## src/hw/rtl/i2cbs_pkg.sv

```systemverilog
package i2cbs_pkg;

  // bus commands carried on the input tuser
  localparam logic [2:0] REQ_INIT  = 3'd0;
  localparam logic [2:0] REQ_START = 3'd1;
  localparam logic [2:0] REQ_STOP  = 3'd2;
  localparam logic [2:0] REQ_SEND  = 3'd3;
  localparam logic [2:0] REQ_READ  = 3'd4;

  // phase hold times in 100 ns units
  localparam logic [3:0] HOLD_ZERO = 4'd0;
  localparam logic [3:0] HOLD_0U4  = 4'd4;
  localparam logic [3:0] HOLD_0U6  = 4'd6;
  localparam logic [3:0] HOLD_0U8  = 4'd8;
  localparam logic [3:0] HOLD_0U9  = 4'd9;
  localparam logic [3:0] HOLD_1U0  = 4'd10;
  localparam logic [3:0] HOLD_1U1  = 4'd11;
  localparam logic [3:0] HOLD_1U3  = 4'd13;

  localparam int unsigned ByteBits = 8;

  // one pin phase: which line state changes, its hold, and status marks
  typedef struct packed {
    logic       set_scl;
    logic       scl;
    logic       set_sda;
    logic       sda;
    logic       set_drv;
    logic       drv;
    logic [3:0] hold;
    logic       last;
    logic       ack;
    logic       rx;
  } phase_t;

  // control of the data and sample shift registers
  typedef struct packed {
    logic load;
    logic shift_tx;
    logic shift_rx;
  } shift_ctl_t;

endpackage

```

## src/hw/rtl/i2cbs_shift.sv

```systemverilog
module i2cbs_shift (
  input  logic                     clk_i,
  input  i2cbs_pkg::shift_ctl_t    ctl_i,
  input  logic [7:0]               tx_byte_i,
  input  logic [7:0]               sda_samples_i,
  output logic                     tx_bit_o,
  output logic                     smp_bit_o,
  output logic [7:0]               rx_byte_o
);
  import i2cbs_pkg::*;

  logic [ByteBits-1:0] tx_sh_q;
  logic [ByteBits-1:0] smp_sh_q;
  logic [ByteBits-1:0] rx_sh_q;

  // one bit per bus clock: data out msb first, samples in msb first
  always_ff @(posedge clk_i) begin
    if (ctl_i.load) begin
      tx_sh_q  <= tx_byte_i;
      smp_sh_q <= sda_samples_i;
      rx_sh_q  <= '0;
    end else begin
      if (ctl_i.shift_tx) begin
        tx_sh_q <= {tx_sh_q[ByteBits-2:0], 1'b0};
      end
      if (ctl_i.shift_rx) begin
        smp_sh_q <= {smp_sh_q[ByteBits-2:0], 1'b0};
        rx_sh_q  <= {rx_sh_q[ByteBits-2:0], smp_sh_q[ByteBits-1]};
      end
    end
  end

  assign tx_bit_o  = tx_sh_q[ByteBits-1];
  assign smp_bit_o = smp_sh_q[ByteBits-1];
  assign rx_byte_o = rx_sh_q;

endmodule

```

## src/hw/rtl/i2cbs_seq.sv

```systemverilog
module i2cbs_seq (
  input  logic                  clk_i,
  input  logic                  rst_ni,
  input  logic                  start_i,
  input  logic [2:0]            req_i,
  input  logic                  emit_i,
  input  logic                  tx_bit_i,
  output logic                  busy_o,
  output i2cbs_pkg::phase_t     phase_o,
  output i2cbs_pkg::shift_ctl_t shift_o
);
  import i2cbs_pkg::*;

  localparam logic [3:0] ST_IDLE     = 4'd0;
  localparam logic [3:0] ST_INIT     = 4'd1;
  localparam logic [3:0] ST_START    = 4'd2;
  localparam logic [3:0] ST_STOP     = 4'd3;
  localparam logic [3:0] ST_SEND_BIT = 4'd4;
  localparam logic [3:0] ST_SEND_ACK = 4'd5;
  localparam logic [3:0] ST_READ_REL = 4'd6;
  localparam logic [3:0] ST_READ_BIT = 4'd7;
  localparam logic [3:0] ST_READ_ACK = 4'd8;

  localparam logic [2:0] LAST_BIT = 3'(ByteBits - 1);

  logic [3:0] st_q, st_d, nxt_st;
  logic [2:0] sub_q, sub_d;
  logic [2:0] bit_q, bit_d, nxt_bit;
  logic       grp_end;
  phase_t     ph;

  always_comb begin
    ph      = '0;
    grp_end = 1'b0;
    nxt_st  = ST_IDLE;
    nxt_bit = 3'd0;
    case (st_q)
      ST_INIT: begin
        ph.set_scl = 1'b1; ph.scl = 1'b1;
        ph.set_sda = 1'b1; ph.sda = 1'b1;
        ph.set_drv = 1'b1; ph.drv = 1'b1;
        ph.hold    = HOLD_ZERO;
        ph.last    = 1'b1;
        grp_end    = 1'b1;
      end
      ST_START: begin
        if (sub_q == 3'd0) begin
          ph.set_sda = 1'b1; ph.sda = 1'b0; ph.hold = HOLD_1U3;
        end else begin
          ph.set_scl = 1'b1; ph.scl = 1'b0; ph.hold = HOLD_0U6;
          ph.last    = 1'b1;
          grp_end    = 1'b1;
        end
      end
      ST_STOP: begin
        if (sub_q == 3'd0) begin
          ph.set_scl = 1'b1; ph.scl = 1'b1; ph.hold = HOLD_1U3;
        end else begin
          ph.set_sda = 1'b1; ph.sda = 1'b1; ph.hold = HOLD_1U3;
          ph.last    = 1'b1;
          grp_end    = 1'b1;
        end
      end
      ST_SEND_BIT: begin
        case (sub_q)
          3'd0: begin
            ph.set_sda = 1'b1; ph.sda = tx_bit_i; ph.hold = HOLD_0U4;
          end
          3'd1: begin
            ph.set_scl = 1'b1; ph.scl = 1'b1; ph.hold = HOLD_1U1;
          end
          default: begin
            ph.set_scl = 1'b1; ph.scl = 1'b0;
            ph.hold    = (bit_q == LAST_BIT) ? HOLD_1U0 : HOLD_ZERO;
            grp_end    = 1'b1;
            nxt_st     = (bit_q == LAST_BIT) ? ST_SEND_ACK : ST_SEND_BIT;
            nxt_bit    = (bit_q == LAST_BIT) ? 3'd0 : bit_q + 3'd1;
          end
        endcase
      end
      ST_SEND_ACK: begin
        case (sub_q)
          3'd0: begin
            ph.set_sda = 1'b1; ph.sda = 1'b1;
            ph.set_drv = 1'b1; ph.drv = 1'b0;
            ph.hold    = HOLD_ZERO;
          end
          3'd1: begin
            ph.set_scl = 1'b1; ph.scl = 1'b1; ph.hold = HOLD_1U3;
          end
          3'd2: begin
            ph.set_scl = 1'b1; ph.scl = 1'b0; ph.hold = HOLD_ZERO;
          end
          3'd3: begin
            ph.set_drv = 1'b1; ph.drv = 1'b1; ph.hold = HOLD_1U3;
          end
          default: begin
            ph.set_sda = 1'b1; ph.sda = 1'b0; ph.hold = HOLD_ZERO;
            ph.last    = 1'b1;
            ph.ack     = 1'b1;
            grp_end    = 1'b1;
          end
        endcase
      end
      ST_READ_REL: begin
        ph.set_sda = 1'b1; ph.sda = 1'b1;
        ph.set_drv = 1'b1; ph.drv = 1'b0;
        ph.hold    = HOLD_0U9;
        grp_end    = 1'b1;
        nxt_st     = ST_READ_BIT;
      end
      ST_READ_BIT: begin
        if (sub_q == 3'd0) begin
          ph.set_scl = 1'b1; ph.scl = 1'b1; ph.hold = HOLD_0U9;
        end else begin
          ph.set_scl = 1'b1; ph.scl = 1'b0;
          ph.hold    = (bit_q == LAST_BIT) ? HOLD_ZERO : HOLD_0U9;
          grp_end    = 1'b1;
          nxt_st     = (bit_q == LAST_BIT) ? ST_READ_ACK : ST_READ_BIT;
          nxt_bit    = (bit_q == LAST_BIT) ? 3'd0 : bit_q + 3'd1;
        end
      end
      ST_READ_ACK: begin
        case (sub_q)
          3'd0: begin
            ph.set_drv = 1'b1; ph.drv = 1'b1; ph.hold = HOLD_ZERO;
          end
          3'd1: begin
            ph.set_sda = 1'b1; ph.sda = 1'b0; ph.hold = HOLD_0U8;
          end
          3'd2: begin
            ph.set_scl = 1'b1; ph.scl = 1'b1; ph.hold = HOLD_1U3;
          end
          default: begin
            ph.set_scl = 1'b1; ph.scl = 1'b0; ph.hold = HOLD_1U3;
            ph.last    = 1'b1;
            ph.rx      = 1'b1;
            grp_end    = 1'b1;
          end
        endcase
      end
      default: begin
        ph = '0;
      end
    endcase
  end

  always_comb begin
    st_d  = st_q;
    sub_d = sub_q;
    bit_d = bit_q;
    if (start_i) begin
      sub_d = 3'd0;
      bit_d = 3'd0;
      case (req_i)
        REQ_INIT:  st_d = ST_INIT;
        REQ_START: st_d = ST_START;
        REQ_STOP:  st_d = ST_STOP;
        REQ_SEND:  st_d = ST_SEND_BIT;
        REQ_READ:  st_d = ST_READ_REL;
        default:   st_d = ST_IDLE;
      endcase
    end else if (emit_i) begin
      if (grp_end) begin
        st_d  = nxt_st;
        sub_d = 3'd0;
        bit_d = nxt_bit;
      end else begin
        sub_d = sub_q + 3'd1;
      end
    end
  end

  always_ff @(posedge clk_i or negedge rst_ni) begin
    if (!rst_ni) begin
      st_q  <= ST_IDLE;
      sub_q <= 3'd0;
      bit_q <= 3'd0;
    end else begin
      st_q  <= st_d;
      sub_q <= sub_d;
      bit_q <= bit_d;
    end
  end

  assign busy_o          = (st_q != ST_IDLE);
  assign phase_o         = ph;
  assign shift_o.load    = start_i;
  assign shift_o.shift_tx = emit_i && (st_q == ST_SEND_BIT) && (sub_q == 3'd2);
  assign shift_o.shift_rx = emit_i && (st_q == ST_READ_BIT) && (sub_q == 3'd0);

  // a finished command leaves the sequencer idle
  assert property (@(posedge clk_i) disable iff (!rst_ni)
    emit_i && ph.last |=> st_q == ST_IDLE)
    else $error("sequencer still busy after last phase");

  // no new command lands on a running one
  assert property (@(posedge clk_i) disable iff (!rst_ni)
    start_i |-> st_q == ST_IDLE)
    else $error("command taken while sequencer busy");

endmodule

```

## src/hw/rtl/i2c_master_bit_sequencer_core.sv

```systemverilog
// channel  | dir | handshake               | payload
// ---------+-----+-------------------------+------------------------------------------
// command  | in  | s_axis_tvalid/tready    | tuser req_type, tdata tx_byte, sda_samples
// phase    | out | m_axis_tvalid/tready    | tdata pin phase, tlast last_phase
//
// one command transfer is taken when the sequencer is idle; its phases then leave
// one per cycle while the sink is ready, n phases per command with n =
// 1 (init), 2 (start, stop), 29 (send), 21 (read), set by the phase sequencer
// stepping through bit slots and the byte-wide shift registers behind it
// hold times are emitted as numbers, they are not counted out here
// reset puts scl, sda high and sda driven, and empties the output register
// a stalled sink freezes the sequencer; unknown commands are taken and dropped
module i2c_master_bit_sequencer_core (
  input  logic        clk_i,
  input  logic        rst_ni,
  input  logic        s_axis_tvalid,
  output logic        s_axis_tready,
  input  logic [2:0]  s_axis_tuser,   // [2:0] req_type
  input  logic [15:0] s_axis_tdata,   // [7:0] tx_byte, [15:8] sda_samples
  output logic        m_axis_tvalid,
  input  logic        m_axis_tready,
  output logic [15:0] m_axis_tdata,   // [0] scl_level, [1] sda_level, [2] sda_drive,
                                      // [6:3] hold_units, [7] ack_seen, [15:8] rx_byte
  output logic        m_axis_tlast    // last_phase
);
  import i2cbs_pkg::*;

  i2cbs_pkg::phase_t     phase;
  i2cbs_pkg::shift_ctl_t shift_ctl;

  logic       busy;
  logic       start;
  logic       emit;
  logic       tx_bit;
  logic       smp_bit;
  logic [7:0] rx_byte;

  // current line state
  logic scl_q, scl_d;
  logic sda_q, sda_d;
  logic drv_q, drv_d;

  // output register
  logic        out_valid_q;
  logic [15:0] out_data_q, out_data_d;
  logic        out_last_q;

  assign s_axis_tready = !busy;
  assign start         = s_axis_tvalid && s_axis_tready;
  // a phase leaves when the output register is free or being drained
  assign emit          = busy && (!out_valid_q || m_axis_tready);

  i2cbs_seq u_seq (
    .clk_i    (clk_i),
    .rst_ni   (rst_ni),
    .start_i  (start),
    .req_i    (s_axis_tuser),
    .emit_i   (emit),
    .tx_bit_i (tx_bit),
    .busy_o   (busy),
    .phase_o  (phase),
    .shift_o  (shift_ctl)
  );

  i2cbs_shift u_shift (
    .clk_i         (clk_i),
    .ctl_i         (shift_ctl),
    .tx_byte_i     (s_axis_tdata[7:0]),
    .sda_samples_i (s_axis_tdata[15:8]),
    .tx_bit_o      (tx_bit),
    .smp_bit_o     (smp_bit),
    .rx_byte_o     (rx_byte)
  );

  // apply the phase change to the line state
  always_comb begin
    scl_d = phase.set_scl ? phase.scl : scl_q;
    sda_d = phase.set_sda ? phase.sda : sda_q;
    drv_d = phase.set_drv ? phase.drv : drv_q;
    out_data_d        = '0;
    out_data_d[0]     = scl_d;
    out_data_d[1]     = drv_d ? sda_d : 1'b1;   // released line reads pulled up
    out_data_d[2]     = drv_d;
    out_data_d[6:3]   = phase.hold;
    out_data_d[7]     = phase.ack && !smp_bit;  // ack is a low sample
    out_data_d[15:8]  = phase.rx ? rx_byte : 8'd0;
  end

  always_ff @(posedge clk_i or negedge rst_ni) begin
    if (!rst_ni) begin
      scl_q       <= 1'b1;
      sda_q       <= 1'b1;
      drv_q       <= 1'b1;
      out_valid_q <= 1'b0;
    end else begin
      if (emit) begin
        scl_q       <= scl_d;
        sda_q       <= sda_d;
        drv_q       <= drv_d;
        out_valid_q <= 1'b1;
      end else if (m_axis_tready) begin
        out_valid_q <= 1'b0;
      end
    end
  end

  always_ff @(posedge clk_i) begin
    if (emit) begin
      out_data_q <= out_data_d;
      out_last_q <= phase.last;
    end
  end

  assign m_axis_tvalid = out_valid_q;
  assign m_axis_tdata  = out_data_q;
  assign m_axis_tlast  = out_last_q;

  // ack and received byte only ride on the closing phase
  assert property (@(posedge clk_i) disable iff (!rst_ni)
    m_axis_tvalid && (m_axis_tdata[7] || m_axis_tdata[15:8] != 8'd0) |-> m_axis_tlast)
    else $error("status field outside last phase");

  // a released sda always shows the pull-up level
  assert property (@(posedge clk_i) disable iff (!rst_ni)
    m_axis_tvalid && !m_axis_tdata[2] |-> m_axis_tdata[1])
    else $error("released sda not reading high");

  // line state only moves when a phase is emitted
  assert property (@(posedge clk_i) disable iff (!rst_ni)
    !$past(emit) |-> $stable(scl_q) && $stable(sda_q) && $stable(drv_q))
    else $error("line state changed without a phase");

endmodule

```

## config.mk

```make
export PLATFORM = sky130hd
export DESIGN_NAME = i2c_master_bit_sequencer_core
export DESIGN_NICKNAME = d
export VERILOG_FILES = /design/src/hw/rtl/i2cbs_pkg.sv /design/src/hw/rtl/i2cbs_shift.sv /design/src/hw/rtl/i2cbs_seq.sv /design/src/hw/rtl/i2c_master_bit_sequencer_core.sv
export SDC_FILE = /design/constraint.sdc
export NUM_CORES = 1
export LEC_CHECK = 0
export ABC_CLOCK_PERIOD_IN_PS = 2700
export BUFFER_PORTS_ARGS = -buffer_cell sky130_fd_sc_hd__buf_2
export CAP_MARGIN = 20
export CORE_MARGIN = 5
export CORE_UTILIZATION = 40
export DETAILED_ROUTE_END_ITERATION = 16
export HOLD_SLACK_MARGIN = 0.06
export PLACE_DENSITY = 0.6
export SLEW_MARGIN = 20
export SYNTH_ARGS = -nofsm -noshare
export SYNTH_HDL_FRONTEND = slang
export SYNTH_HIERARCHICAL = 1
export SYNTH_SLANG_ARGS = --single-unit
```

## constraint.sdc

```tcl
create_clock -name clk_i -period 2.7 [get_ports clk_i]
set_input_delay 0 -clock clk_i [delete_from_list [all_inputs] [get_ports clk_i]]
set_output_delay 0 -clock clk_i [all_outputs]
set_load 0.005 [all_outputs]
```

==> flow_metrics.env <==
export IMPL_vias=2214
export IMPL_grt_overflow=0
export IMPL_crit_path_end_kind="flip-flop"
export IMPL_area_delta_synth_final_pct=18.0
export IMPL_p_leak_uw=0.00148
export IMPL_clock_latency_ns=0.31
export IMPL_rsz0062_at_grt="false"
export IMPL_syn_inst=265
export IMPL_die_h_um=98.4
export IMPL_async_reset_ff_share_pct=25.5
export IMPL_fin_tns_setup_ns=0
export IMPL_tritoncts="built"
export IMPL_drv_cap=0
export IMPL_dieArea_mm2=0.00969
export IMPL_worst_pin_slew_ns=0.531
export IMPL_grt_pass1_vias=2208
export IMPL_route_detailed_drc=0
export IMPL_critical_path_max_stage_delay_ns=0.48
export IMPL_root_buffer="clkbuf_8"
export IMPL_yosysWarningCount=6
export IMPL_layout_drive_gt1_share_pct=32.1
export IMPL_multi_input_area_mm2=0.00145
export IMPL_grt_usage_pct=13.7
export IMPL_ant_nets=0
export IMPL_setup_viol_count_final=0
export IMPL_synth_edf_count=33
export IMPL_holdCritPathClass="input port to asynchronous set/reset pin"
export IMPL_grt_pass1_wl_um=10900
export IMPL_crit_chain="inv_1 -> ha_1 -> nor2b_1 -> a31oi_1 -> o21ai_0 -> mux2_2"
export IMPL_layout_nets=356
export IMPL_worstPathRequired_ns=2.76
export IMPL_ys_types=64
export IMPL_post_cts_buffers=0
export IMPL_ir_drop_mv=0.477
export IMPL_diodes=0
export IMPL_status="finished, final reports clean"
export IMPL_syn_nets=295
export IMPL_drv_slew=0
export IMPL_worst_slack_ns=0.310
export IMPL_coreArea_mm2=0.00769
export IMPL_worst_setup_path_start_kind="flip-flop"
export IMPL_first_pass_iters=5
export IMPL_path_clk_slew_ns=0.11
export IMPL_gp_congestion=0.943
export IMPL_viasPerCell=5.16
export IMPL_fin_crit_sh_pct=88.5
export IMPL_syn_area_mm2=0.00313
export IMPL_regArea_mm2=0.00151
export IMPL_start_util_pct=40.7
export IMPL_arrival_ns=2.45
export IMPL_wirelength_um=6630
export IMPL_pre_cts_slack_ns=0.358
export IMPL_numCtsBuffers=5
export IMPL_crit_buf_inv=1
export IMPL_timing_fmax_mhz=418
export IMPL_clock_sinks=55
export IMPL_powerDensity_mw_per_mm2=1020
export IMPL_fin_crit_ns=2.39
export IMPL_finalHoldViolCount=0
export IMPL_antenna_found_initial=0
export IMPL_grt_start_max_net_pins=27
export IMPL_drt_iter0_drc=219
export IMPL_avgSynthCellArea_um2=11.8
export IMPL_ys_ff_latch=55
export IMPL_yosysSeqAreaShare_pct=48.1
export IMPL_ys_flop_type="edfxtp_1"
export IMPL_die_w_um=98.4
export IMPL_slew_headroom_pct=64.5
export IMPL_ctsResizeCount=0
export IMPL_slowest_stage="nor2b_1"
export IMPL_cts_buffer_depth=2
export IMPL_wl_per_cell_um=15.4
export IMPL_h_tree_depth=2
export IMPL_fillers=711
export IMPL_ios=42
export IMPL_crit_family="simple AND/OR/NAND/NOR gates"
export IMPL_dp_hpwl_um=4650
export IMPL_io_buffers=41
export IMPL_worstSetupPathType="flip-flop to flip-flop"
export IMPL_row_count=32
export IMPL_ctsHoldBuffers=18
export IMPL_skew_ns=0.0129
export IMPL_worst_path_max_fanout=7
-- final timing paths --
| path | cells after the start | from | endpoint | slack (ns) |
|---|---|---|---|---|
| worst max-delay path | 6 | u_seq/sub_q[0] | m_axis_tdata[2] | 0.31 |
| min in group clk_i | 4 | s_axis_tuser[2] | u_seq/st_q[0] | 0.15 |
| worst min register to register | 2 | u_shift/rx_byte_o[7] | u_shift/rx_byte_o[7] | 0.50 |
| max in group asynchronous | 2 | rst_ni | scl_q | 2.25 |
| worst min-delay path | 2 | rst_ni | u_seq/bit_q[1] | 0.12 |
| worst max register to register | 6 | u_seq/sub_q[0] | m_axis_tdata[2] | 0.31 |
-- layer usage --
layer | GRT usage (%) | vias to the layer above | wire, um
met2 | 21.2 | 78 | 3110
met3 | 3.75 | 2 | 391
met1 | 18.9 | 1042 | 3080
li1 | - | 1092 | -
met4 | 4.31 | 0 | 36
met5 | 0 | - | 0
-- stage by stage --
step                power (uW)  instance area [um^2]  hold WS (ns)  instances  util [%]
detailed placement        3290                  3420       -0.0604        403      44.5
floorplan                 2840                  3130        -0.296        265         -
finish                    3770                  3690         0.120        429      48.0
CTS                       3800                  3690         0.119        429      48.0
global route              4050                  3690         0.146        429      48.0
global placement          3280                  3420       -0.0644        403      44.5
-- cells in the mapped netlist (all sizes together), types with 2 or more instances --
cell type  number  area [um^2]
a21o            2         15.0
a21oi           9         45.0
a2bb2oi         2         17.5
a31oi           2         27.5
a32oi           3         26.3
and2           11         70.1
and2b           3         25.0
and3            3         18.8
and4bb          2         25.0
buf            11          103
clkbuf          5         18.8
dfrtp          11          275
dfstp           3         78.8
dfxtp           8          160
edfxtp         33          991
ha              7         87.6
inv            13         48.8
mux2           20          267
mux2i          15          150
nand2          11         41.3
nand2b          8         65.1
nand3          10         55.1
nand4           3         18.8
nor2           20         77.6
nor2b           4         25.0
nor3            2         20.0
nor3b           2         25.0
nor4b           2         23.8
o2111ai         2         17.5
o211ai          3         36.3
o21ai           7         35.0
o21bai          2         15.0
o22ai           5         31.3
or2             5         31.3
-- flip-flops by register name (all words and copies together), names as in the netlist --
| name | count |
|---|---|
| sda_q | 1 |
| u_seq/bit_q | 3 |
| u_shift/tx_sh_q | 8 |
| drv_q | 1 |
| m_axis_tdata | 16 |
| u_seq/st_q | 4 |
| m_axis_tvalid | 1 |
| m_axis_tlast | 1 |
| u_shift/rx_byte_o | 8 |
| u_seq/sub_q | 3 |
| scl_q | 1 |
| u_shift/smp_sh_q | 8 |
-- logic make-up after synthesis --
| kind of cell | Yosys count | synth area share, % |
|---|---|---|
| mux | 35 | 13.3 |
| fa+ha+maj | 8 | 3.12 |
| compound gates | 47 | 11.7 |
| simple gates | 90 | 18.0 |
| xor+xnor | 1 | 0.280 |
| flops | 55 | 48.1 |
| buf+inv | 29 | 5.44 |
-- worst register-to-register path, delay by kind of cell, from the launching register on --
family | cells | cell delay [ns]
AOI/OAI and AO/OA | 2 | 0.46
adders and majority gates | 1 | 0.26
muxes | 1 | 0.39
and+or+nand+nor | 1 | 0.49
buffers and inverters | 1 | 0.11
DFF | 1 | 0.43
-- final cells by class --
type                            count  area share [%]
Timing Repair Buffer               70            12.7
Inverter                           13            1.32
Clock inverter                      2           0.441
Sequential cell                    55            40.8
Clock buffer                        6            1.97
Multi-Input combinational cell    181            39.3
Tap cell                          102            3.46
-- where the power goes --
group,total (uW),internal (uW),leakage [uW],switching [uW]
Combinational,1890,802,0.000874,1090
Clock,470,187,0.0000418,282
Sequential,1410,1310,0.000560,98.2
-- layout by cell type (no fill, tap or decap), types with 4 or more instances in the layout --
cell / n
nand3_1: 9
inv_1: 13
a21oi_1: 9
nor2_1: 19
dfrtp_1: 11
or2_2: 4
mux2_4: 11
nor2b_1: 4
and2_1: 10
buf_4: 11
edfxtp_1: 33
mux2i_1: 15
clkbuf_8: 5
dlygate4sd3_1: 18
nand2_1: 11
nand2b_1: 6
mux2_2: 9
buf_2: 41
o21ai_0: 5
dfxtp_1: 8
o22ai_1: 5
ha_1: 7
No activity file was read; power rests on OpenSTA's default activity.
